File: src/design/mhsu_pkg.sv
// ----------------------------------------------------------------------------
// mhsu_pkg
// Shared types, sizes and helpers for the MinHash signature update block.
// ----------------------------------------------------------------------------
package mhsu_pkg;

	localparam int NUM_HASH    = 30;
	localparam int NUM_SETS    = 1024;
	localparam int TBL_DEPTH   = NUM_HASH * NUM_SETS;
	localparam int HASH_W      = $clog2(NUM_HASH);
	localparam int SET_W       = 10;
	localparam int ELEM_W      = 16;
	localparam int COEF_W      = 8;
	localparam int VAL_W       = 16;
	localparam int TBL_AW      = $clog2(TBL_DEPTH);
	localparam int PROD_W      = COEF_W + ELEM_W;
	localparam int STEP_W      = $clog2(PROD_W);
	localparam int FIFO_DEPTH  = 4;
	localparam int FIFO_AW     = $clog2(FIFO_DEPTH);
	localparam logic [VAL_W-1:0] MODULUS_RST = 16'd4039;

	typedef enum logic [1:0] {
		ACT_LOAD   = 2'd0,
		ACT_INSERT = 2'd1,
		ACT_READ   = 2'd2,
		ACT_CLEAR  = 2'd3
	} action_t;

	// one classified command on its way from front to back
	typedef struct packed {
		action_t                  op;
		logic                     err;
		logic [HASH_W-1:0]        hidx;
		logic [SET_W-1:0]         sidx;
		logic [ELEM_W-1:0]        elem;
		logic [COEF_W-1:0]        coef_a;
		logic signed [COEF_W-1:0] coef_b;
	} cmd_t;

	// one signature table word
	typedef struct packed {
		logic             empty;
		logic [VAL_W-1:0] val;
	} entry_t;

	localparam int ENTRY_W = $bits(entry_t);

	// table word address of hash h, set s
	function automatic logic [TBL_AW-1:0] tbl_addr(logic [HASH_W-1:0] h,
		logic [SET_W-1:0] s);
		tbl_addr = TBL_AW'(TBL_AW'(h) * TBL_AW'(NUM_SETS) + TBL_AW'(s));
	endfunction

endpackage

File: src/design/mhsu_front.sv
// ----------------------------------------------------------------------------
// mhsu_front
// Takes input items, range checks them and queues commands for the back end.
// ----------------------------------------------------------------------------
module mhsu_front import mhsu_pkg::*; (
	input  logic        clk,
	input  logic        arst_n,
	input  logic        push,
	output logic        full,
	input  logic [1:0]  action,
	input  logic [5:0]  hash_index,
	input  logic [9:0]  set_index,
	input  logic [15:0] element_index,
	input  logic [7:0]  coef_a,
	input  logic signed [7:0] coef_b,
	input  logic        cmd_pop,
	output logic        cmd_vld,
	output cmd_t        cmd
);

	cmd_t                 fifo_q [FIFO_DEPTH];
	logic [FIFO_AW-1:0]   wptr_q, rptr_q;
	logic [FIFO_AW:0]     cnt_q;
	cmd_t                 cls;
	logic                 hash_bad, set_bad, do_push, do_pop;

	// classify the incoming item
	always_comb begin
		hash_bad   = hash_index >= 6'(NUM_HASH);
		set_bad    = {1'b0, set_index} >= 11'(NUM_SETS);
		cls.op     = action_t'(action);
		cls.hidx   = hash_index[HASH_W-1:0];
		cls.sidx   = set_index;
		cls.elem   = element_index;
		cls.coef_a = coef_a;
		cls.coef_b = coef_b;
		case (action_t'(action))
			ACT_LOAD:   cls.err = hash_bad;
			ACT_INSERT: cls.err = set_bad;
			ACT_READ:   cls.err = hash_bad | set_bad;
			default:    cls.err = 1'b0;
		endcase
	end

	assign full    = cnt_q == (FIFO_AW+1)'(FIFO_DEPTH);
	assign do_push = push & ~full;
	assign cmd_vld = cnt_q != '0;
	assign do_pop  = cmd_pop & cmd_vld;
	assign cmd     = fifo_q[rptr_q];

	// command queue storage
	always_ff @(posedge clk) begin
		if (do_push) begin
			fifo_q[wptr_q] <= cls;
		end
	end

	// queue pointers
	always_ff @(posedge clk or negedge arst_n) begin
		if (!arst_n) begin
			wptr_q <= '0;
			rptr_q <= '0;
			cnt_q  <= '0;
		end else begin
			if (do_push) wptr_q <= wptr_q + 1'b1;
			if (do_pop)  rptr_q <= rptr_q + 1'b1;
			if (do_push && !do_pop)      cnt_q <= cnt_q + 1'b1;
			else if (do_pop && !do_push) cnt_q <= cnt_q - 1'b1;
		end
	end

endmodule

File: config.mk
export PLATFORM = sky130hd
export DESIGN_NAME = mhsu_front
export DESIGN_NICKNAME = d
export VERILOG_FILES = /design/src/design/mhsu_pkg.sv /design/src/design/mhsu_front.sv
export SDC_FILE = /design/constraint.sdc
export NUM_CORES = 1
export LEC_CHECK = 0
export BUFFER_PORTS_ARGS = -buffer_cell sky130_fd_sc_hd__buf_2
export CAP_MARGIN = 20
export CORE_MARGIN = 4
export CORE_UTILIZATION = 55
export CTS_CLUSTER_SIZE = 30
export DETAILED_ROUTE_END_ITERATION = 6
export PLACE_DENSITY = 0.82
export SLEW_MARGIN = 0
export SYNTH_ARGS = -nofsm -noshare
export SYNTH_HDL_FRONTEND = slang
export SYNTH_SLANG_ARGS = --single-unit
File: constraint.sdc
create_clock -name clk -period 7.5 [get_ports clk]
set_input_delay 1.5 -clock clk [delete_from_list [all_inputs] [get_ports clk]]
set_output_delay 1.5 -clock clk [all_outputs]
set_load 0.005 [all_outputs]
Word level (Yosys, flattened, before mapping)
Memories as Yosys holds them, arrays and structs flattened.
Cells that the tools add are included.
- register bits after elaboration: 7
- bits in writable memories: 200
- input port bits: 54
- output and inout bits: 52
- word-level logic and storage cells: 27
- memories: 1
- memories (memory ; depth ; bits a word ; read ports ; clocked after Yosys merged registers in ; wr ports ; RTL line ; RTL):
    fifo_q ; 4 ; 50 ; 1 ; 0 ; 1 ; mhsu_front.sv:21 ; cmd_t fifo_q [FIFO_DEPTH];
- $add $sub $neg: 4
- magnitude comparators: 1
- eq/ne operators: 2
- multiplexer cells: 5
- bitwise gates (word level): 3
- reduce and logical (&&, ||, !) cells: 8
- operators by type and width (operator ; number):
    $ge A6 B5 Y1 const B ; 1
    $mux W3 ; 2
    $add A2 B1 Y2 const B ; 2
    $add A3 B1 Y3 const B ; 1
    $eq A3 B3 Y1 const B ; 1
    $mux W1 ; 3
    $reduce_bool A3 Y1 ; 1
    $sub A3 B1 Y3 const B ; 1
    $and A1 B1 Y1 ; 2
    $eq A2 B2 Y1 const B ; 1
    $logic_and A1 B1 Y1 ; 2
    $logic_not A1 Y1 ; 2
    $logic_not A2 Y1 ; 1
    $reduce_bool A2 Y1 ; 1
    $reduce_or A2 Y1 ; 1
    $not A1 Y1 ; 1

Logic depth before layout (Yosys ltp)
- depth after elaboration: 7
- depth in mapped cells: 9
- gate-level depth less buffers: 8

Worst setup path after synthesis
OpenSTA, ideal clock, no wires.
- kind: in2reg
- start: input push
- end: memory fifo_q[0][0] in the netlist's numbering (enable)
- data arrival time: 2.977 ns
- data required time: 7.087 ns
- setup slack: 4.110 ns
- stages on the path: 3
- path buffers: 1
- path through: nor2b_1 buf_6 and2_1
- word-level cells in the longest chain between the ends: 3
- RTL lines (what ; RTL line ; RTL):
    start: declaration ; mhsu_front.sv:8 ; input logic push,
    $and A1 B1 Y1 ; mhsu_front.sv:46 ; assign do_push = push & ~full;
    via do_push ; mhsu_front.sv:25 ; logic hash_bad, set_bad, do_push, do_pop;
    $mux W1 ; mhsu_front.sv:53 ; if (do_push) begin
    $mux W1 (not written as such) ; mhsu_front.sv:54 ; fifo_q[wptr_q] <= cls;
    end: declaration ; mhsu_front.sv:21 ;
The timed path passes the listed nets, and every way through them passes these cells.

==> results.toml <==
[yosys]
syn_area_um2 = 7710
yosysUniqueCellTypes = 23
yosysWarningCount = 0
syn_nets = 359
synth_seq_area_share_pct = 80.1
netlist_instances = 299
synth_top_area_share_pct = 77.9
ys_ff_latch = 207
ys_top_cells_by_area = "edfxtp_1, mux4_2, dfrtp_1"
synth_top_area_cell = "edfxtp_1"
postSynthAreaPerCell_um2 = 25.8

[global_routing]
overflow = 0
grt_pass1_wl_mm = 20.6
antenna_found_initial = 2
grt_pass1_vias = 3668
grt_start_max_net_pins = 53
track_usage_pct = 16.5

[die]
dieArea_um2 = 16000
placeableCoreArea_um2 = 13800
die_h_um = 126
rows = 43
floorplan.initialDensity_pct = 55.8
die_x_um = 126
pin_count = 106

[cts]
htree_levels = 1
clock-sinks = 207
clk_pin_slew_ns = 0.06
cts_resized = 0
clock_latency_ns = 0.48
cts_tree = "built"
cts_setup_buffers = 0
cts_buffer_depth = 3
clock-root-buffer = "clkbuf_16"
ctsHoldBuffers = 0
cts_buffers = 20

[placed_design]
routabilityCongestion = 0.675
portBuffers = 105
dp_slack_ns = 3.86
post-dp-hpwl_mm = 7.96

[sta]
slew_headroom_pct = 52.3
max_slew.worst_pin.slew_ns = 0.716
hold_viol_final = 0
max_freq_mhz = 263
fin_crit_sh_pct = 50.7
skew_ns = 0.0173
setup_ws_ns = 3.70
setup_tns_ns = 0
setup_viol = 0
drv_slew = 0
period_minus_slack_ns = 3.80
rsz0062_at_grt = "false"

[route]
wl_mm = 13.1
drt-vias-per-instance = 5.63
drc = 0
drt_iter0_drc = 265
ant_nets = 0
wl_per_cell_um = 21.3
num_vias = 3449
first_pass_iters = 4

[final_layout]
mostFrequentLayoutCells = "edfxtp_1, buf_2, mux4_2"
area_growth_pct = 17.6
final_common_cell = "edfxtp_1"
drive_gt1_share_pct = 46.2
nets = 479
antenna_cells = 0
n_fill_cell = 896

[critical_path]
arrival_ns = 2.30
r2r_end = "fifo_q[0][6]"
crit_fanout = 28
reg2regPathDepth = 4
r2r_start = "cnt_q[2]"
cp-start-kind = "flop"
r2r_slack_ns = 4.90
critPathKind = "flop to output pin"
crit_required_ns = 6.00
worst_setup_path_end_kind = "output pin"

[power_and_ir_drop]
ir_worst_vdd_uv = 206
p_leak_uw = 0.00314
finalPower_uw = 3570
power_density_nw_per_um2 = 394

[outcome]
outcome = "complete, no violations"

[min_path]
holdPathEnd = "cnt_q[2]"
hold_depth = 1
min-delay-path-class = "flop to flop"
worstHoldStart = "cnt_q[2]"

[job]
drv_cap = 0
[Yosys cell counts]
| cell type | number |
|---|---|
| a41oi_1 | 1 |
| and2_1 | 4 |
| buf_12 | 5 |
| buf_2 | 5 |
| buf_6 | 2 |
| clkbuf_1 | 1 |
| dfrtp_1 | 7 |
| edfxtp_1 | 200 |
| fa_1 | 1 |
| ha_1 | 5 |
| inv_1 | 3 |
| mux2_2 | 1 |
| mux2_4 | 1 |
| mux4_1 | 2 |
| mux4_2 | 48 |
| nand2_1 | 1 |
| nand3_1 | 1 |
| nor2_1 | 2 |
| nor2b_1 | 1 |
| nor3b_2 | 1 |
| or3_1 | 1 |
| xnor2_1 | 4 |
| xor2_1 | 2 |
[kinds of logic (layout without fill, tap and decap cells)]
kind of cell | Yosys count | after routing | share of synthesized area (%)
DFF | 207 | 207 | 80.1
muxes | 52 | 52 | 15.0
buffers and inverters | 16 | 150 | 2.11
and+or+nand+nor | 11 | 11 | 0.860
adders and majority gates | 6 | 6 | 1.07
xor gates and xnor gates | 6 | 6 | 0.681
AOI/OAI and AO/OA | 1 | 1 | 0.114
[per-layer routing]
layer	up-vias	routed length, µm	track usage (%)
li1	1509	-	-
met1	1813	5490	23.2
met2	104	6560	27.2
met3	19	801	3.49
met4	4	195	4.10
met5	-	34	0
[report_power, final]
group,internal (µW),switching (µW)
Clock,618,397
Combinational,476,429
Sequential,1530,118
[state kept, by name, summed over array words and instances, names as in the netlist]
signal	cells
wptr_q	2
fifo_q	200
rptr_q	2
cnt_q	3
[per-stage QoR]
step / hold slack, ns / cell area (µm²) / instances / utilization [%]
global placement: 0.472 / 8360 / 576 / 60.5
detailed placement: 0.500 / 8360 / 576 / 60.5
CTS: 0.508 / 9040 / 612 / 65.4
finish: 0.506 / 9070 / 613 / 65.6
global route: 0.524 / 9070 / 613 / 65.6
floorplan: 0.445 / 7710 / 299 / -
[worst max-delay path, cell delays in order, from the launching register on]
cell and delay (ns):
dfrtp_2 0.73, buf_4 0.51, mux4_2 0.41, buf_2 0.15
[cell type report]
cell class | count | area [µm²] | share of cell area [%]
Clock buffer | 25 | 541 | 5.96
Clock inverter | 11 | 141 | 1.56
Inverter | 3 | 11.3 | 0.124
Multi-Input combinational cell | 76 | 1380 | 15.2
Sequential cell | 207 | 6190 | 68.2
Tap cell | 180 | 225 | 2.48
Timing Repair Buffer | 111 | 591 | 6.51
[worst max-delay path by stage]
stage               slack [ns]       endpoint  cells after the start      start
finish                    3.70         cmd[1]                      3  rptr_q[1]
global route              3.57        cmd[39]                      3  rptr_q[1]
CTS                       3.46         cmd[0]                      2  rptr_q[0]
detailed placement        3.86  fifo_q[0][11]                      4       push
global placement          3.94  fifo_q[1][36]                      4       push
floorplan                 4.11   fifo_q[0][0]                      3       push
Power figures use the tool's default switching activity.
